<file path="src/sv/assert_macros.svh">
// Assertion macros for the drive unit, used by the mode module
`ifndef ASSERT_MACROS_SVH
`define ASSERT_MACROS_SVH

// check a property on every clock edge outside reset
`define BRAD_CHECK(label, prop, msg) \
    label: assert property (@(posedge aclk) disable iff (!aresetn) prop) else $error(msg);

// check that a condition is followed by a consequence in the next cycle
`define BRAD_CHECK_NEXT(label, pre, post, msg) \
    label: assert property (@(posedge aclk) disable iff (!aresetn) pre |=> post) else $error(msg);

`endif

</file>
<file path="src/sv/brad_pkg.sv">
// Types, constants and coefficient tables for the avoidance drive unit
package brad_pkg;

    localparam int NUM_SENS = 8;
    localparam int SENS_W   = 12;
    localparam int SPD_W    = 11;
    localparam int LIM_W    = 10;
    localparam int COEF_W   = 8;
    localparam int PROD_W   = 20;
    localparam int SUM_W    = 21;
    localparam int ABS_W    = 20;
    localparam int Q_W      = 12;
    localparam int DRV_W    = 13;
    localparam int FAC_W    = 14;
    localparam int SCL_W    = 25;
    localparam int RECIP_K  = 20;
    localparam int CFG_IDX_W = 2;

    localparam logic signed [COEF_W-1:0] COEF_R [NUM_SENS] = '{
        8'sd17, 8'sd29, 8'sd34, 8'sd10, 8'sd8, -8'sd60, -8'sd64, -8'sd84
    };
    localparam logic signed [COEF_W-1:0] COEF_L [NUM_SENS] = '{
        -8'sd80, -8'sd66, -8'sd62, 8'sd8, 8'sd10, 8'sd36, 8'sd28, 8'sd18
    };

    localparam logic [Q_W-1:0]    RECIP_350   = 12'd2995;
    localparam logic [ABS_W-1:0]  SENS_DIV    = 20'd350;
    localparam logic signed [DRV_W-1:0] LEFT_OFFSET  = 13'sd66;
    localparam logic signed [DRV_W-1:0] RIGHT_OFFSET = 13'sd72;
    localparam logic [FAC_W-1:0]  SCALE_DEN   = 14'd8192;
    localparam logic signed [SCL_W-1:0] SCALE_RND = 25'sd8191;
    localparam logic [SENS_W-1:0] RIGHT_NEAR  = 12'd1300;
    localparam logic [SENS_W-1:0] LEFT_NEAR   = 12'd1200;
    localparam logic signed [SPD_W-1:0] TURN_FAST = 11'sd150;
    localparam logic signed [SPD_W-1:0] TURN_MID  = 11'sd140;
    localparam logic signed [SPD_W-1:0] TURN_SLOW = 11'sd100;
    localparam logic [NUM_SENS-1:0] ENTRY_MASK = 8'b1110_0111;

    localparam logic [SENS_W-1:0] ENTRY_TH_RST  = 12'd2100;
    localparam logic [SENS_W-1:0] EXIT_TH_RST   = 12'd70;
    localparam logic [LIM_W-1:0]  DRIVE_CAP_RST = 10'd800;

    typedef enum logic [CFG_IDX_W-1:0] {
        CFG_ENTRY_TH  = 2'd0,
        CFG_EXIT_TH   = 2'd1,
        CFG_DRIVE_CAP = 2'd2
    } cfg_idx_t;

    typedef struct packed {
        logic active_mid;
        logic side;
        logic near_left_front;
        logic near_right_front;
        logic avoid_out;
    } mode_t;

    typedef struct packed {
        logic s1;
        logic s2;
        logic s3;
        logic s4;
        logic s5;
    } stage_en_t;

endpackage

</file>
<file path="src/sv/brad_lane.sv">
// One sensor lane: weighted products for both wheels and entry compare
module brad_lane (
    input  logic                                    aclk,
    input  logic                                    en,
    input  logic [brad_pkg::SENS_W-1:0]             sensor,
    input  logic [brad_pkg::SENS_W-1:0]             entry_th,
    input  logic signed [brad_pkg::COEF_W-1:0]      coef_r,
    input  logic signed [brad_pkg::COEF_W-1:0]      coef_l,
    output logic                                    above_entry,
    output logic signed [brad_pkg::PROD_W-1:0]      prod_r_reg,
    output logic signed [brad_pkg::PROD_W-1:0]      prod_l_reg
);
    import brad_pkg::*;

    logic signed [PROD_W:0] pr_full;
    logic signed [PROD_W:0] pl_full;

    assign pr_full     = $signed({1'b0, sensor}) * coef_r;
    assign pl_full     = $signed({1'b0, sensor}) * coef_l;
    assign above_entry = sensor > entry_th;

    always_ff @(posedge aclk) begin
        if (en) begin
            prod_r_reg <= pr_full[PROD_W-1:0];
            prod_l_reg <= pl_full[PROD_W-1:0];
        end
    end

endmodule

</file>
<file path="config.mk">
export PLATFORM = sky130hd
export DESIGN_NAME = brad_lane
export DESIGN_NICKNAME = d
export VERILOG_FILES = /design/src/sv/assert_macros.svh /design/src/sv/brad_pkg.sv /design/src/sv/brad_lane.sv
export SDC_FILE = /design/constraint.sdc
export NUM_CORES = 1
export LEC_CHECK = 0
export BUFFER_PORTS_ARGS = -buffer_cell sky130_fd_sc_hd__buf_2
export CAP_MARGIN = 20
export CORE_MARGIN = 8
export CORE_UTILIZATION = 45
export CTS_CLUSTER_DIAMETER = 80
export DETAILED_ROUTE_END_ITERATION = 12
export PLACE_DENSITY = 0.66
export SLEW_MARGIN = 20
export SYNTH_ARGS = -nofsm -noshare
export SYNTH_HDL_FRONTEND = slang
export SYNTH_SLANG_ARGS = --single-unit
</file>
<file path="constraint.sdc">
create_clock -name aclk -period 12.45 [get_ports aclk]
set_input_delay 1.245 -clock aclk [delete_from_list [all_inputs] [get_ports aclk]]
set_output_delay 1.245 -clock aclk [all_outputs]
set_load 0.05 [all_outputs]
</file>
==> metrics.md <==
| Metric | Value |
|---|---|
| Post-DR wirelength/cell | around 14 um |
| Peak supply drop | 97.5 uV |
| Number of rows in the core area | 48 |
| Total of buffers placed on input and output ports | 82 |
| Run status | finished, final reports clean |
| Critical path endpoint category | flip-flop |
| Cell family with the largest share of critical-path delay | adder cells |
| Most frequent cells in the layout | sky130_fd_sc_hd__inv_1, sky130_fd_sc_hd__and2_1, sky130_fd_sc_hd__fa_1, sky130_fd_sc_hd__ha_1, sky130_fd_sc_hd__buf_2 |
| CP Data Arrival Time | 5.45 ns |
| All-layer global routing usage | 15.1% |
| Count of state elements after synthesis | 40 |
| TritonCTS buffer count | 5 |
| Count of synthesis-stage warnings from yosys | 0 |
| Slowest stage cell on the critical path | sky130_fd_sc_hd__fa_1 |
| Ant diodes | 0 |
| Final setup fails | 0 |
| Hold_buf cts | 0 |
| Largest net degree at the start of global routing | 41 |
| Clock transition at the registers of the reported paths | 0.07 ns |
| Final #Nets | 1182 |
| Critical Setup Path Class | in2reg |
| Crit path buffers/inverters | 5 |
| Antenna violations before repair | 0 |
| Gate count of the mapped netlist | 848 |
| CTS H-Tree Depth | 2 |
| Count of boundary I/O pins | 83 |
| Avg Cell Area, Syn | 9.35 um^2 |
| Initial DRT Pass Iterations | 4 |
| Period utilisation layout | 43.3% |
| Root buffer selected by CTS | sky130_fd_sc_hd__clkbuf_16 |
| Crit path launch | sensor[0] |
| Critical path required time | 12.51 ns |
| Vias in the first global route | 5783 |
| RSZ-0062 raised after global routing | false |
| Layout overhead on the synthesized area | 9.56% |
| Total number of clock tree sinks | 40 |
| Max-cap violations | 0 |
| Hold Vio Cnt, Final | 0 |
| DRC violations left | 0 |
| FFs w/ async S/R, synth | 0% |
| Longest individual stage delay on the worst path | between 0.5 and 0.6 ns |
| Cell area after placement | 8520 um^2 |
| Final hold slack | 1.41 ns |
| Worst-path maximum fanout | 15 |
| Cell depth of the worst setup path | 16 |
| Worst Min Path Start | coef_r[0] |
| Clock tree from TritonCTS | done |
| Final slew viol count | 0 |
| Unique masters post-synth | between 40 and 50 |
| Maximum count of clock buffers along a single path | 2 |
| PD cells | 180 nW/um^2 |
| Class of the worst hold path | in2reg |
| TNS Setup | 0 ns |
| Worst setup slack after placement | 6.78 ns |
| Post-layout min period | between 5 and 6 ns |
| Cell taking the most area after synthesis | sky130_fd_sc_hd__fa_1 |
| Finished Cell Area | roughly 8700 um^2 |
| Ordered list of cells on the worst path | buf_2 -> inv_1 -> nand2_1 -> fa_1 -> fa_1 -> inv_1 -> fa_1 -> inv_1 -> fa_1 -> inv_1 -> ha_1 -> nand3_1 -> a2bb2oi_1 -> a21oi_1 -> a21oi_1 -> o311ai_0 |
| Destination of the critical timing path | prod_r_reg[17]$_DFFE_PP_ |
| Buffers inserted by post-CTS timing repair | 0 |
| Share of cells above drive strength 1 | 10.8% |
| Startpoint class of the critical path | input pin |
| Count of flip-flops with a built-in enable after synthesis | 40 |
| Vias per cell | roughly 5 |
| First-pass GRT wire length | 27.4 mm |
| GPL Wtd Cong | approximately 0.8 |
| Violation count after the first detailed-routing iteration | 197 |
| Flip-flop cell with the highest count after synthesis | sky130_fd_sc_hd__edfxtp_1 |
| Placeable core region | 17200 um^2 |
| Hpwl dp | 13.0 mm |
| Top area cells in the synthesized netlist | sky130_fd_sc_hd__fa_1, sky130_fd_sc_hd__ha_1, sky130_fd_sc_hd__edfxtp_1 |
| Net count after synthesis | 1120 |
| Most common cell after layout, fill and taps aside | sky130_fd_sc_hd__inv_1 |
| Worst Max-Slew Pin Slew | 0.940 ns |
| Die area | 22100 um^2 |
| Area fraction of the dominant cell type after synthesis | a little under a third |
| DIE HEIGHT | around 150 um |
| Worst rel slew slack | 37.3% |
| Pleak | 0.00450 uW |
| Total via count in the routed design | 5656 |
| DIE WIDTH | 149 um |
| Residual overflow from global routing | 0 |
| Final WL | 15.9 mm |
| Resized Gates After CTS | 0 |
| Maximum clock rate | 185 MHz |
| Initial standard-cell utilization of the core | 46.0% |
| Sequential share of the synthesized area | 15.1% |
| Mapped Area | around 8000 um^2 |
| DRT antenna net count | 0 |
| Crit path setup slack, layout | approximately 7.1 ns |
Yosys cell counts, types with 5 or more instances:
cell type                    n
sky130_fd_sc_hd__nor3_1      6
sky130_fd_sc_hd__a21oi_1    24
sky130_fd_sc_hd__nand4_1     5
sky130_fd_sc_hd__inv_1     200
sky130_fd_sc_hd__xor2_1      8
sky130_fd_sc_hd__o21a_1      6
sky130_fd_sc_hd__a21o_1      9
sky130_fd_sc_hd__clkbuf_1   27
sky130_fd_sc_hd__nand2_1    51
sky130_fd_sc_hd__fa_1      122
sky130_fd_sc_hd__xnor2_1    20
sky130_fd_sc_hd__nand2b_1    9
sky130_fd_sc_hd__edfxtp_1   40
sky130_fd_sc_hd__nand3_1     6
sky130_fd_sc_hd__nor2_1     31
sky130_fd_sc_hd__ha_1      108
sky130_fd_sc_hd__and2_1    128
sky130_fd_sc_hd__o21ai_0    11
power breakdown:
group	leakage (uW)	switching [uW]	internal [uW]	total, uW
Clock	0.0000798	57.9	94.3	152
Combinational	0.00403	719	430	1150
Sequential	0.000391	11.2	256	267
Total	0.00450	788	780	1570
worst min-delay path by stage:
stage / cells past startpoint / end / slack (ns)
CTS: 2 / prod_r_reg[0]$_DFFE_PP_ / 1.40
global placement: 2 / prod_l_reg[0]$_DFFE_PP_ / 1.70
finish: 2 / prod_r_reg[0]$_DFFE_PP_ / 1.41
detailed placement: 2 / prod_r_reg[0]$_DFFE_PP_ / 1.70
global route: 2 / prod_r_reg[0]$_DFFE_PP_ / 1.41
floorplan: 0 / prod_l_reg[0]$_DFFE_PP_ / 1.36
per-stage QoR:
step | cells | power (uW) | util (%)
after floorplan | 848 | 1200 | -
final | 1136 | 1570 | 50.4
after CTS | 1136 | 1590 | 50.4
after global placement | 1128 | 1410 | 49.4
after detailed placement | 1128 | 1430 | 49.4
after global routing | 1136 | 1740 | 50.4
logic make-up after synthesis:
group | after synthesis | synth area share [%]
AO/OA/AOI/OAI | 73 | 6.09
XOR/XNOR | 28 | 3.09
adder cells (fa/ha/maj) | 230 | 47.8
buffers and inverters | 229 | 10.8
flip-flops | 40 | 15.1
multiplexers | 1 | 0.126
AND/OR/NAND/NOR | 247 | 16.9
cell type report:
| type | count | area, um^2 |
|---|---|---|
| fill | 1617 | 8550 |
| multi-input combinational | 579 | 5870 |
| sequential | 40 | 1200 |
| inverter | 202 | 758 |
| timing repair buffer | 82 | 410 |
| tap | 225 | 282 |
| clock buffer | 5 | 125 |
| clock inverter | 3 | 42.5 |
per-layer routing:
metal | share of wire (%) | up-vias | global-route usage [%]
li1 | - | 2719 | -
met2 | 47 | 114 | 24.9
met1 | 46 | 2811 | 20.6
met3 | 5.2 | 12 | 2.31
met5 | 0 | - | 0
met4 | 1.0 | 0 | 3.13
Note: power is estimated with default switching activity, not from simulation.
