===== src/sv/assert_macros.svh =====
// Assertion macros for the drive unit, used by the mode module
`ifndef ASSERT_MACROS_SVH
`define ASSERT_MACROS_SVH

// check a property on every clock edge outside reset
`define BRAD_CHECK(label, prop, msg) \
    label: assert property (@(posedge aclk) disable iff (!aresetn) prop) else $error(msg);

// check that a condition is followed by a consequence in the next cycle
`define BRAD_CHECK_NEXT(label, pre, post, msg) \
    label: assert property (@(posedge aclk) disable iff (!aresetn) pre |=> post) else $error(msg);

`endif


===== src/sv/brad_pkg.sv =====
// Types, constants and coefficient tables for the avoidance drive unit
package brad_pkg;

    localparam int NUM_SENS = 8;
    localparam int SENS_W   = 12;
    localparam int SPD_W    = 11;
    localparam int LIM_W    = 10;
    localparam int COEF_W   = 8;
    localparam int PROD_W   = 20;
    localparam int SUM_W    = 21;
    localparam int ABS_W    = 20;
    localparam int Q_W      = 12;
    localparam int DRV_W    = 13;
    localparam int FAC_W    = 14;
    localparam int SCL_W    = 25;
    localparam int RECIP_K  = 20;
    localparam int CFG_IDX_W = 2;

    localparam logic signed [COEF_W-1:0] COEF_R [NUM_SENS] = '{
        8'sd17, 8'sd29, 8'sd34, 8'sd10, 8'sd8, -8'sd60, -8'sd64, -8'sd84
    };
    localparam logic signed [COEF_W-1:0] COEF_L [NUM_SENS] = '{
        -8'sd80, -8'sd66, -8'sd62, 8'sd8, 8'sd10, 8'sd36, 8'sd28, 8'sd18
    };

    localparam logic [Q_W-1:0]    RECIP_350   = 12'd2995;
    localparam logic [ABS_W-1:0]  SENS_DIV    = 20'd350;
    localparam logic signed [DRV_W-1:0] LEFT_OFFSET  = 13'sd66;
    localparam logic signed [DRV_W-1:0] RIGHT_OFFSET = 13'sd72;
    localparam logic [FAC_W-1:0]  SCALE_DEN   = 14'd8192;
    localparam logic signed [SCL_W-1:0] SCALE_RND = 25'sd8191;
    localparam logic [SENS_W-1:0] RIGHT_NEAR  = 12'd1300;
    localparam logic [SENS_W-1:0] LEFT_NEAR   = 12'd1200;
    localparam logic signed [SPD_W-1:0] TURN_FAST = 11'sd150;
    localparam logic signed [SPD_W-1:0] TURN_MID  = 11'sd140;
    localparam logic signed [SPD_W-1:0] TURN_SLOW = 11'sd100;
    localparam logic [NUM_SENS-1:0] ENTRY_MASK = 8'b1110_0111;

    localparam logic [SENS_W-1:0] ENTRY_TH_RST  = 12'd2100;
    localparam logic [SENS_W-1:0] EXIT_TH_RST   = 12'd70;
    localparam logic [LIM_W-1:0]  DRIVE_CAP_RST = 10'd800;

    typedef enum logic [CFG_IDX_W-1:0] {
        CFG_ENTRY_TH  = 2'd0,
        CFG_EXIT_TH   = 2'd1,
        CFG_DRIVE_CAP = 2'd2
    } cfg_idx_t;

    typedef struct packed {
        logic active_mid;
        logic side;
        logic near_left_front;
        logic near_right_front;
        logic avoid_out;
    } mode_t;

    typedef struct packed {
        logic s1;
        logic s2;
        logic s3;
        logic s4;
        logic s5;
    } stage_en_t;

endpackage


===== src/sv/brad_mode.sv =====
// Maximum reading and avoidance mode state
module brad_mode (
    input  logic                                aclk,
    input  logic                                aresetn,
    input  logic                                accept,
    input  logic                                en,
    input  logic [brad_pkg::SENS_W-1:0]         sensor [brad_pkg::NUM_SENS],
    input  logic [brad_pkg::NUM_SENS-1:0]       above_entry,
    input  logic [brad_pkg::SENS_W-1:0]         exit_th,
    output brad_pkg::mode_t                     mode_reg,
    output logic [brad_pkg::SENS_W-1:0]         max_reg
);
    import brad_pkg::*;

    `include "assert_macros.svh"

    logic              avoid_active_reg;
    logic              avoid_active_next;
    logic              avoid_side_reg;
    logic              avoid_side_next;
    logic              active_mid;
    logic [SENS_W-1:0] m01, m23, m45, m67, m0123, m4567, max_val;
    mode_t             mode_next;

    function automatic logic [SENS_W-1:0] max2(input logic [SENS_W-1:0] a,
                                               input logic [SENS_W-1:0] b);
        return (a > b) ? a : b;
    endfunction

    assign m01     = max2(sensor[0], sensor[1]);
    assign m23     = max2(sensor[2], sensor[3]);
    assign m45     = max2(sensor[4], sensor[5]);
    assign m67     = max2(sensor[6], sensor[7]);
    assign m0123   = max2(m01, m23);
    assign m4567   = max2(m45, m67);
    assign max_val = max2(m0123, m4567);

    always_comb begin
        active_mid      = avoid_active_reg;
        avoid_side_next = avoid_side_reg;
        if (!avoid_active_reg) begin
            if (above_entry[0] || above_entry[7]) begin
                active_mid      = 1'b1;
                avoid_side_next = !(sensor[7] < sensor[0]);
            end else if (above_entry[6] || above_entry[1]) begin
                active_mid      = 1'b1;
                avoid_side_next = !(sensor[6] < sensor[1]);
            end else if (above_entry[5] || above_entry[2]) begin
                active_mid      = 1'b1;
                avoid_side_next = !(sensor[5] < sensor[2]);
            end
        end
        avoid_active_next          = active_mid && !(max_val < exit_th);
        mode_next.active_mid       = active_mid;
        mode_next.side             = avoid_side_next;
        mode_next.near_left_front  = sensor[7] > RIGHT_NEAR;
        mode_next.near_right_front = sensor[0] > LEFT_NEAR;
        mode_next.avoid_out        = avoid_active_next;
    end

    always_ff @(posedge aclk) begin
        if (!aresetn) begin
            avoid_active_reg <= 1'b0;
            avoid_side_reg   <= 1'b0;
        end else if (accept) begin
            avoid_active_reg <= avoid_active_next;
            avoid_side_reg   <= avoid_side_next;
        end
    end

    always_ff @(posedge aclk) begin
        if (en) begin
            mode_reg <= mode_next;
            max_reg  <= max_val;
        end
    end

    `BRAD_CHECK_NEXT(a_state_hold, !accept, $stable(avoid_active_reg) && $stable(avoid_side_reg), "mode state moved without a request")
    `BRAD_CHECK_NEXT(a_side_kept, accept && avoid_active_reg, $stable(avoid_side_reg), "side changed while avoiding")
    `BRAD_CHECK_NEXT(a_entry_cause, accept && !avoid_active_reg && ((above_entry & ENTRY_MASK) == '0), !avoid_active_reg, "avoidance entered with no pair above threshold")

endmodule


===== config.mk =====
export PLATFORM = sky130hd
export DESIGN_NAME = brad_mode
export DESIGN_NICKNAME = d
export VERILOG_FILES = /design/src/sv/brad_pkg.sv /design/src/sv/brad_mode.sv
export VERILOG_INCLUDE_DIRS = /design/src /design/src/sv
export SDC_FILE = /design/constraint.sdc
export NUM_CORES = 1
export LEC_CHECK = 0
export BUFFER_PORTS_ARGS = -buffer_cell sky130_fd_sc_hd__buf_2
export CORE_MARGIN = 2
export CORE_UTILIZATION = 40
export DETAILED_ROUTE_END_ITERATION = 6
export PLACE_DENSITY = 0.63
export SLEW_MARGIN = 20
export SYNTH_ARGS = -nofsm -noshare
export SYNTH_HDL_FRONTEND = slang
export SYNTH_SLANG_ARGS = --single-unit

===== constraint.sdc =====
create_clock -name aclk -period 10.6 [get_ports aclk]
set_clock_uncertainty 0.1 [all_clocks]
set_input_delay 1.06 -clock aclk [delete_from_list [all_inputs] [get_ports aclk]]
set_output_delay 1.06 -clock aclk [all_outputs]
set_load 0.03 [all_outputs]

==> run metrics <==
DRT iter0 DRCs=between 200 and 250; Synth top area share=between 30 and 40%; routed len/inst=about 16 um; Top Ports=~140; R2R cell count=5; die width=between 100 and 150 um; # Post-CTS Setup Buffers=0; n_diodes=0; delay-heaviest family, CP=compound AO/OA/AOI/OAI gates; vias in the first global route=roughly 4,600; Fin. Hold Viols=0; reg2reg end=avoid_active_reg$_SDFFE_PN0P_; gr usage total=between 20% and 30%; Req. time, crit path=about 10 ns; Critical Path Slowest Stage Cell=o22a_1; CTS tree=yes; DR WL met3=426 um; Core Rows=39; kind of critical path=in2reg; HPWL Detailed=between 10 and 15 mm; hold crit path type=reg2reg; PD cells=roughly 130 nW/um^2; Placer Congestion=0.895; period utilization=87.9%; CTS Root Cell=clkbuf_16; reg-to-reg startpoint=avoid_active_reg$_SDFFE_PN0P_; Reg2Reg Setup Slack=between 9 and 10 ns; I/O Buffers=around 130; fin nets=969; Slew Viols, Final=0; synthesized instance count=590; outcome=finished clean; Reg clk slew, reported paths=0.05 ns; via count=between 4,000 and 5,000; initial antenna violation count=0; register area share after synthesis=between 10% and 20%; Largest stage delay, worst path=around 0.70 ns; final wirelength=roughly 14 mm; RSZ-0062 raised after global routing=no; CP endpoint kind=flip-flop; Skew-Pair Late Insertion Delay=0.24 ns; main flop type after synthesis=edfxtp_1; Via density=5.36; gr ovfl total=0; WHS Endpoint=avoid_side_reg$_SDFFE_PN0P_; htree depth=1; area of the die=12,900 sq um; hold depth=2; Filler Cell Count=between 1,000 and 1,500; number of remaining DRC errors=0; DRT met1 WL=about 6.3 mm; total chip power=around 0.72 mW; initial core utilization=41.4%; Synth-to-Final Area Change=19.0%; Top Metal Used=met4; Met2 Wirelength=a little under 7 mm; post_cts resized=0; Async SR Flop Fraction=0%; first-pass GRT wire length=22.0 mm; Setup TNS=0 ns; worst min-delay path startpoint=avoid_active_reg$_SDFFE_PN0P_; core area=11,600 sq um; layout cells sized above 1=20.8%; Distinct cells, synth=55; Syn Std Cell Area=about 4800 sq um; post-cts hold buffer count=0; Yosys warnings=0; Final setup viols=0; Post-Layout Cell Count=about 860; pin count of the biggest net entering global routing=28; CP most frequent cell=a21o_1; Die Y=about 110 um; flops & latches, synth=19; max_slew headroom=around 45%; worst-margin pin slew=~0.83 ns; commonest cells in the netlist=127 x ha_1, 108 x inv_1, 47 x a21oi_1; Max Fclk=107 MHz; top cells by area, synth=ha_1 33%, edfxtp_1 11%, mux2i_1 9.6%; Peak VDD IR=roughly 0.061 mV; Final ANT Viol Nets=0; syn_area_per_cell=a little over 8 sq um; Clock Path Buffers=2; cell taking the most area after synthesis=ha_1; syn_nets=about 840; Post-synth EDFFs=17; Critical Path Start Type=input port; crit-path max FO=27; count leader, synth=ha_1; number of max-cap violations=0; P_leak=about 3.3 nW; total placed cells including tap cells=860; total CTS buffers=3; drt pass-1 iters=4; critical path arrival=9.20 ns; crit path buf inv count=2; TritonCTS Sinks=19; fin crit period=around 9.3 ns; Largest register FFs=12
-- tightest hold or removal path: stages (launching register included) --
cell and delay (ns):
dfxtp_1 0.30, inv_1 0.13, a31oi_1 0.10
-- worst max path at each step --
stage          startpoint               endpoint  slack, ns  cells past startpoint
4_1_cts         sensor[9]  mode_reg[0]$_DFFE_PP_       1.32                     35
3_5_place_dp    sensor[9]  mode_reg[0]$_DFFE_PP_       1.07                     35
3_3_place_gp    sensor[9]  mode_reg[0]$_DFFE_PP_       1.28                     35
6_report        sensor[9]  mode_reg[0]$_DFFE_PP_       1.29                     35
5_1_grt        sensor[10]  mode_reg[0]$_DFFE_PP_       0.77                     35
2_1_floorplan   sensor[9]  mode_reg[0]$_DFFE_PP_       2.31                     37
-- area by class of cell --
cell class                      count  area (sq um)  share of cell area (%)
Multi-Input combinational cell    453          3800                    66.6
Clock buffer                        4          78.8                    1.38
Sequential cell                    19           551                    9.66
Timing Repair Buffer              136           686                    12.0
Tap cell                          143           179                    3.14
Inverter                          109           409                    7.18
-- layout by cell type, fill, tap and decap left out, types with 3 or more instances in the layout --
cell and count:
a211o_1 3, a211oi_1 3, a21o_1 35, a21oi_1 47, a31oi_1 4, buf_2 134
clkbuf_16 3, edfxtp_1 17, ha_1 127, inv_1 108, mux2_1 11, mux2i_1 46
nand2_1 28, nand2b_1 8, nand3_1 5, nand4_1 20, nor2_1 24, nor2b_1 11
nor3_1 5, o211ai_1 4, o21a_1 4, o21ai_0 9, o21ai_1 18, or2_2 3
-- power breakdown --
group	internal [mW]	switching (mW)	leakage (nW)	total, mW
sequential	0.117	0.00471	0.180	0.121
combinational	0.209	0.314	3.13	0.524
clock	0.0510	0.0237	0.0382	0.0747
total	0.377	0.343	3.35	0.720
-- routing by layer --
layer	vias up	global-route usage, %
met4	0	5.12
met2	110	38.8
met1	2101	27.1
li1	2401	-
met5	-	0
met3	16	0.850
-- cells by family (layout without fill, tap and decap cells) --
kind of cell / count (synthesis) / count (layout) / share of synthesized area [%]
AOI/OAI and AO/OA: 152 / 152 / 21.1
buffers and inverters: 118 / 249 / 9.27
and+or+nand+nor: 114 / 114 / 12.2
muxes: 59 / 59 / 12.7
xor gates and xnor gates: 1 / 1 / 0.183
adders and majority gates: 127 / 127 / 33.2
DFF: 19 / 19 / 11.5
-- through the flow --
stage | hold slack, ns | instance area, sq um | setup WS [ns] | util [%]
finish | 0.482 | 5700 | 1.29 | 49.3
global route | 0.532 | 5700 | 0.769 | 49.3
CTS | 0.487 | 5700 | 1.32 | 49.3
detailed placement | 0.479 | 5620 | 1.07 | 48.6
global placement | 0.475 | 5620 | 1.28 | 48.6
floorplan | 0.435 | 4790 | 2.31 | -
Power figures use the tool's default switching activity.
