File: config.mk
export PLATFORM = sky130hd
export DESIGN_NAME = brad_merge
export DESIGN_NICKNAME = d
export VERILOG_FILES = /design/src/sv/assert_macros.svh /design/src/sv/brad_pkg.sv /design/src/sv/brad_merge.sv
export SDC_FILE = /design/constraint.sdc
export NUM_CORES = 2
export LEC_CHECK = 0
export BUFFER_PORTS_ARGS = -buffer_cell sky130_fd_sc_hd__buf_2
export CORE_ASPECT_RATIO = 1.4
export CORE_MARGIN = 2
export CORE_UTILIZATION = 55
export CTS_CLUSTER_DIAMETER = 80
export DETAILED_ROUTE_END_ITERATION = 12
export PLACE_DENSITY = 0.74
export RECOVER_POWER = 50
export SETUP_SLACK_MARGIN = 0.4
export SYNTH_ARGS = -nofsm -noshare
export SYNTH_HDL_FRONTEND = slang
export SYNTH_SLANG_ARGS = --single-unit
File: constraint.sdc
create_clock -name aclk -period 12.1 [get_ports aclk]
set_input_delay 1.815 -clock aclk [delete_from_list [all_inputs] [get_ports aclk]]
set_output_delay 1.815 -clock aclk [all_outputs]
set_load 0.005 [all_outputs]
File: src/sv/assert_macros.svh
// Assertion macros for the drive unit, used by the mode module
`ifndef ASSERT_MACROS_SVH
`define ASSERT_MACROS_SVH

// check a property on every clock edge outside reset
`define BRAD_CHECK(label, prop, msg) \
    label: assert property (@(posedge aclk) disable iff (!aresetn) prop) else $error(msg);

// check that a condition is followed by a consequence in the next cycle
`define BRAD_CHECK_NEXT(label, pre, post, msg) \
    label: assert property (@(posedge aclk) disable iff (!aresetn) pre |=> post) else $error(msg);

`endif

File: src/sv/brad_pkg.sv
// Types, constants and coefficient tables for the avoidance drive unit
package brad_pkg;

    localparam int NUM_SENS = 8;
    localparam int SENS_W   = 12;
    localparam int SPD_W    = 11;
    localparam int LIM_W    = 10;
    localparam int COEF_W   = 8;
    localparam int PROD_W   = 20;
    localparam int SUM_W    = 21;
    localparam int ABS_W    = 20;
    localparam int Q_W      = 12;
    localparam int DRV_W    = 13;
    localparam int FAC_W    = 14;
    localparam int SCL_W    = 25;
    localparam int RECIP_K  = 20;
    localparam int CFG_IDX_W = 2;

    localparam logic signed [COEF_W-1:0] COEF_R [NUM_SENS] = '{
        8'sd17, 8'sd29, 8'sd34, 8'sd10, 8'sd8, -8'sd60, -8'sd64, -8'sd84
    };
    localparam logic signed [COEF_W-1:0] COEF_L [NUM_SENS] = '{
        -8'sd80, -8'sd66, -8'sd62, 8'sd8, 8'sd10, 8'sd36, 8'sd28, 8'sd18
    };

    localparam logic [Q_W-1:0]    RECIP_350   = 12'd2995;
    localparam logic [ABS_W-1:0]  SENS_DIV    = 20'd350;
    localparam logic signed [DRV_W-1:0] LEFT_OFFSET  = 13'sd66;
    localparam logic signed [DRV_W-1:0] RIGHT_OFFSET = 13'sd72;
    localparam logic [FAC_W-1:0]  SCALE_DEN   = 14'd8192;
    localparam logic signed [SCL_W-1:0] SCALE_RND = 25'sd8191;
    localparam logic [SENS_W-1:0] RIGHT_NEAR  = 12'd1300;
    localparam logic [SENS_W-1:0] LEFT_NEAR   = 12'd1200;
    localparam logic signed [SPD_W-1:0] TURN_FAST = 11'sd150;
    localparam logic signed [SPD_W-1:0] TURN_MID  = 11'sd140;
    localparam logic signed [SPD_W-1:0] TURN_SLOW = 11'sd100;
    localparam logic [NUM_SENS-1:0] ENTRY_MASK = 8'b1110_0111;

    localparam logic [SENS_W-1:0] ENTRY_TH_RST  = 12'd2100;
    localparam logic [SENS_W-1:0] EXIT_TH_RST   = 12'd70;
    localparam logic [LIM_W-1:0]  DRIVE_CAP_RST = 10'd800;

    typedef enum logic [CFG_IDX_W-1:0] {
        CFG_ENTRY_TH  = 2'd0,
        CFG_EXIT_TH   = 2'd1,
        CFG_DRIVE_CAP = 2'd2
    } cfg_idx_t;

    typedef struct packed {
        logic active_mid;
        logic side;
        logic near_left_front;
        logic near_right_front;
        logic avoid_out;
    } mode_t;

    typedef struct packed {
        logic s1;
        logic s2;
        logic s3;
        logic s4;
        logic s5;
    } stage_en_t;

endpackage

File: src/sv/brad_merge.sv
// Merge of lane products: sums, division, speed scaling, clamp and result register
module brad_merge (
    input  logic                                aclk,
    input  brad_pkg::stage_en_t                 en,
    input  logic signed [brad_pkg::PROD_W-1:0]  prod_r [brad_pkg::NUM_SENS],
    input  logic signed [brad_pkg::PROD_W-1:0]  prod_l [brad_pkg::NUM_SENS],
    input  logic [brad_pkg::SENS_W-1:0]         max_in,
    input  brad_pkg::mode_t                     mode_in,
    input  logic signed [brad_pkg::SPD_W-1:0]   base_left,
    input  logic signed [brad_pkg::SPD_W-1:0]   base_right,
    input  logic [brad_pkg::LIM_W-1:0]          drive_cap,
    output logic signed [brad_pkg::SPD_W-1:0]   left_speed_reg,
    output logic signed [brad_pkg::SPD_W-1:0]   right_speed_reg,
    output logic                                avoiding_reg,
    output logic                                turning_right_reg
);
    import brad_pkg::*;

    // stage 2: sums and base speed scaling
    logic signed [SUM_W-1:0] sum_r, sum_l;
    logic signed [SUM_W-1:0] sum_r_reg, sum_l_reg;
    logic [FAC_W-1:0]        fac;
    logic signed [SCL_W-1:0] scl_l, scl_r;
    logic signed [SCL_W-1:0] scl_l_reg, scl_r_reg;
    mode_t                   mode2_reg;

    always_comb begin
        sum_r = '0;
        sum_l = '0;
        for (int i = 0; i < NUM_SENS; i++) begin
            sum_r = sum_r + SUM_W'(prod_r[i]);
            sum_l = sum_l + SUM_W'(prod_l[i]);
        end
    end

    assign fac   = SCALE_DEN - {{(FAC_W-SENS_W){1'b0}}, max_in};
    assign scl_l = base_left * $signed({1'b0, fac});
    assign scl_r = base_right * $signed({1'b0, fac});

    always_ff @(posedge aclk) begin
        if (en.s2) begin
            sum_r_reg <= sum_r;
            sum_l_reg <= sum_l;
            scl_l_reg <= scl_l;
            scl_r_reg <= scl_r;
            mode2_reg <= mode_in;
        end
    end

    // stage 3: magnitude times reciprocal, truncated scaling, speed choice
    logic [ABS_W-1:0]            abs_r, abs_l;
    logic [ABS_W+Q_W-1:0]        rec_r, rec_l;
    logic signed [SCL_W-1:0]     adj_l, adj_r;
    logic signed [SPD_W-1:0]     spd_l, spd_r;
    logic [ABS_W-1:0]            abs_r_reg, abs_l_reg;
    logic [Q_W-1:0]              q0_r_reg, q0_l_reg;
    logic                        neg_r_reg, neg_l_reg;
    logic signed [SPD_W-1:0]     spd_l3_reg, spd_r3_reg;
    mode_t                       mode3_reg;

    assign abs_r = sum_r_reg[SUM_W-1] ? ABS_W'(-sum_r_reg) : ABS_W'(sum_r_reg);
    assign abs_l = sum_l_reg[SUM_W-1] ? ABS_W'(-sum_l_reg) : ABS_W'(sum_l_reg);
    assign rec_r = abs_r * RECIP_350;
    assign rec_l = abs_l * RECIP_350;
    assign adj_l = scl_l_reg + (scl_l_reg[SCL_W-1] ? SCALE_RND : '0);
    assign adj_r = scl_r_reg + (scl_r_reg[SCL_W-1] ? SCALE_RND : '0);

    always_comb begin
        if (!mode2_reg.active_mid) begin
            spd_l = adj_l[SCL_W-2:SCL_W-1-SPD_W];
            spd_r = adj_r[SCL_W-2:SCL_W-1-SPD_W];
        end else if (mode2_reg.side) begin
            spd_l = mode2_reg.near_left_front ? TURN_MID : TURN_SLOW;
            spd_r = TURN_FAST;
        end else begin
            spd_l = TURN_FAST;
            spd_r = mode2_reg.near_right_front ? TURN_MID : TURN_SLOW;
        end
    end

    always_ff @(posedge aclk) begin
        if (en.s3) begin
            abs_r_reg  <= abs_r;
            abs_l_reg  <= abs_l;
            q0_r_reg   <= rec_r[ABS_W+Q_W-1:RECIP_K];
            q0_l_reg   <= rec_l[ABS_W+Q_W-1:RECIP_K];
            neg_r_reg  <= sum_r_reg[SUM_W-1];
            neg_l_reg  <= sum_l_reg[SUM_W-1];
            spd_l3_reg <= spd_l;
            spd_r3_reg <= spd_r;
            mode3_reg  <= mode2_reg;
        end
    end

    // stage 4: quotient correction, sign and offset
    logic [ABS_W-1:0]        rem_r, rem_l;
    logic [Q_W-1:0]          q_r, q_l;
    logic signed [DRV_W-1:0] br, bl;
    logic signed [DRV_W-1:0] br_reg, bl_reg;
    logic signed [SPD_W-1:0] spd_l4_reg, spd_r4_reg;
    mode_t                   mode4_reg;

    assign rem_r = abs_r_reg - ({{(ABS_W-Q_W){1'b0}}, q0_r_reg} * SENS_DIV);
    assign rem_l = abs_l_reg - ({{(ABS_W-Q_W){1'b0}}, q0_l_reg} * SENS_DIV);
    assign q_r   = (rem_r >= SENS_DIV) ? q0_r_reg + 1'b1 : q0_r_reg;
    assign q_l   = (rem_l >= SENS_DIV) ? q0_l_reg + 1'b1 : q0_l_reg;
    assign br    = (neg_r_reg ? -$signed({1'b0, q_r}) : $signed({1'b0, q_r})) + RIGHT_OFFSET;
    assign bl    = (neg_l_reg ? -$signed({1'b0, q_l}) : $signed({1'b0, q_l})) + LEFT_OFFSET;

    always_ff @(posedge aclk) begin
        if (en.s4) begin
            br_reg     <= br;
            bl_reg     <= bl;
            spd_l4_reg <= spd_l3_reg;
            spd_r4_reg <= spd_r3_reg;
            mode4_reg  <= mode3_reg;
        end
    end

    // stage 5: add and clamp into the result register
    logic signed [DRV_W-1:0] tot_l, tot_r, lim, lim_neg, clp_l, clp_r;

    assign tot_l   = bl_reg + DRV_W'(spd_l4_reg);
    assign tot_r   = br_reg + DRV_W'(spd_r4_reg);
    assign lim     = $signed({{(DRV_W-LIM_W){1'b0}}, drive_cap});
    assign lim_neg = -lim;

    always_comb begin
        clp_l = tot_l;
        if (tot_l > lim) begin
            clp_l = lim;
        end else if (tot_l < lim_neg) begin
            clp_l = lim_neg;
        end
        clp_r = tot_r;
        if (tot_r > lim) begin
            clp_r = lim;
        end else if (tot_r < lim_neg) begin
            clp_r = lim_neg;
        end
    end

    always_ff @(posedge aclk) begin
        if (en.s5) begin
            left_speed_reg    <= clp_l[SPD_W-1:0];
            right_speed_reg   <= clp_r[SPD_W-1:0];
            avoiding_reg      <= mode4_reg.avoid_out;
            turning_right_reg <= mode4_reg.side;
        end
    end

endmodule

==> run metrics <==
Crit path largest cell delay=0.98 ns; vias in the first global route=36,000; cell with the most instances after synthesis=inv_1; TritonCTS clock tree=done; status=finished with violations; slowest CP cell=nor4_4; Mapped Cells=4,746; RSZ-0062 raised after global routing=false; FF+latch area=0.00778 sq mm; via count=33,100; CP Launch Type=register; CP max FO=18; PortBufs=397; first-pass GRT wire length=166,000 microns; HPWL after DPL=84,400 microns; post-route setup slack=1.79 ns; CP Capture Type=register; worst path required time=12.42 ns; Post-Route Skew=0.0136 ns; Sink Count=259; Die Wd=250 microns; largest net degree at the start of global routing=56; sequential cell area fraction in the yosys report=16.6%; Rel. slew slack=-105%; Hold Buf Count CTS=0; Nets=6,835; critical path data arrival time=10.63 ns; Routed Wire Length=98,300 microns; share of flip-flops with an asynchronous set or reset=0%; worst skew pair latency=0.60 ns; post-route cell area=0.0509 sq mm; layout cell share with drive strength beyond 1=9.97%; Worst Tran Pin Value=3.08 ns; Net Count, Synth=6,471; drt wl/cell=15.8 microns; mapped cell area=0.0468 sq mm; failing checks=capacitance limit, slew limit; Setup Fix Bufs, Post-CTS=0; final core occ=60.4%; # fillers=7,130; antenna viol nets, final=0; Worst-path clk slew=0.06 ns; I/O pins=399; Final GP Congestion=0.922; worst path bufs/invs=3; CTS Buffer Depth=3; cell taking the most area after synthesis=fa_1; Synth Warn #=0; Synth top cells by count=inv_1 (1,169), fa_1 (724), ha_1 (626); DR DRC count=0; achievable clock frequency=0.0970 GHz; Final Cycle Share=85.2%; Hold Fails Final Rpt=0; crit path kind=reg -> reg; flops & latches, synth=259; via/cell ratio=5.31; die height=349 microns; min Tclk post-route=10.31 ns; DR pass1 iterations=5; Post-synth top flop=edfxtp_1; Total Neg Setup Slack=0 ns; Netlist cell types=96; Multi-input gate area=0.0342 sq mm; Layout area overhead=8.88%; Largest delay share family, worst path=compound AO/OA/AOI/OAI gates; Post-synth EDFFs=259; Hold Crit Class=reg -> reg; Total GRT Usage=23.2%; DP Area=0.0499 sq mm; Starting Density=55.4%; drt initial violations=1,121; Overflow after GRT=0; pre-CTS WS=1.81 ns; Final Max Tran Viols=191; TritonCTS Buffers=31; Finish-stage setup viols=0; core footprint=0.0843 sq mm; CTS H-Tree Depth=1; initial antenna violation count=7; die footprint=0.0874 sq mm; Gates resized, CTS repair=0; max-cap viol count=4; largest cells by area after synthesis=fa_1 (31%), ha_1 (17%), edfxtp_1 (17%), inv_1 (9.4%), xnor2_1 (4.3%); Root Driver=clkbuf_16; syn_area_per_cell=9.85 sq um; number of core rows=126; Synth top area share=31.0%
-- final cells by class --
class,count,area share (%)
diodes,4,0.0197
multi-input cells,3228,67.2
repair buffers,421,4.22
inverters,1169,8.62
flip-flops and latches,259,15.3
clock inverters,21,0.383
clock buffers,37,1.57
well taps,1088,2.67
-- layout by cell type, fill, tap and decap left out, types with 12 or more instances in the layout --
cell,synthesis,routed
nor2b_1,35,35
mux2i_1,26,26
or3_1,26,26
nand2_1,271,271
edfxtp_1,259,259
a211oi_1,19,19
ha_1,626,626
xnor2_1,229,229
xor2_1,78,78
inv_1,1169,1169
nand2b_1,53,53
a21boi_0,24,24
a21oi_1,160,160
clkbuf_1,79,16
buf_2,7,390
or2_2,12,12
o21bai_1,32,32
nor2_1,168,168
a31oi_1,18,18
nand4_1,26,26
clkbuf_16,0,31
o21a_1,54,54
a21o_1,58,58
o211ai_1,15,15
o21ai_0,118,118
nor3_1,45,45
and3_1,15,15
and2_1,151,150
fa_1,724,724
o31ai_1,17,17
buf_4,1,21
nand3_1,48,48
-- layer usage --
metal / vias to the layer above / share of wire, % / global-route usage (%)
met5: - / 0.031 / 0
met1: 16300 / 38 / 25.3
met3: 220 / 3.5 / 2.31
li1: 15900 / - / -
met4: 4 / 3.6 / 8.13
met2: 660 / 55 / 45.9
-- logic make-up (layout without fill, tap and decap cells) --
logic type | after synthesis | in the layout | share of synthesized area, %
AO/OA/AOI/OAI | 632 | 632 | 9.10
flip-flops | 259 | 259 | 16.6
buffers and inverters | 1259 | 1648 | 10.1
multiplexers | 30 | 30 | 0.661
other | 0 | 4 | 0
AND/OR/NAND/NOR | 903 | 903 | 9.74
XOR/XNOR | 313 | 313 | 5.98
adder cells (fa/ha/maj) | 1350 | 1350 | 47.7
-- stage by stage --
step | cells | hold WS [ns]
floorplan | 4746 | 0.400
global placement | 6165 | 0.403
detailed placement | 6165 | 0.405
CTS | 6223 | 0.418
global route | 6226 | 0.425
finish | 6227 | 0.417
-- final timing paths --
kind,end,slack [ns],from,depth (start not counted)
hold reg to reg,spd_r4_reg[6]$_DFFE_PP_,0.42,spd_r3_reg[6]$_DFFE_PP_,0
setup reg to reg,br_reg[12]$_DFFE_PP_,1.79,q0_r_reg[0]$_DFFE_PP_,40
hold / removal,spd_r4_reg[6]$_DFFE_PP_,0.42,spd_r3_reg[6]$_DFFE_PP_,0
setup / recovery,br_reg[12]$_DFFE_PP_,1.79,q0_r_reg[0]$_DFFE_PP_,40
Power is not shown: default switching activity piles up to over one toggle a cycle in this logic, so the estimate is an artifact.
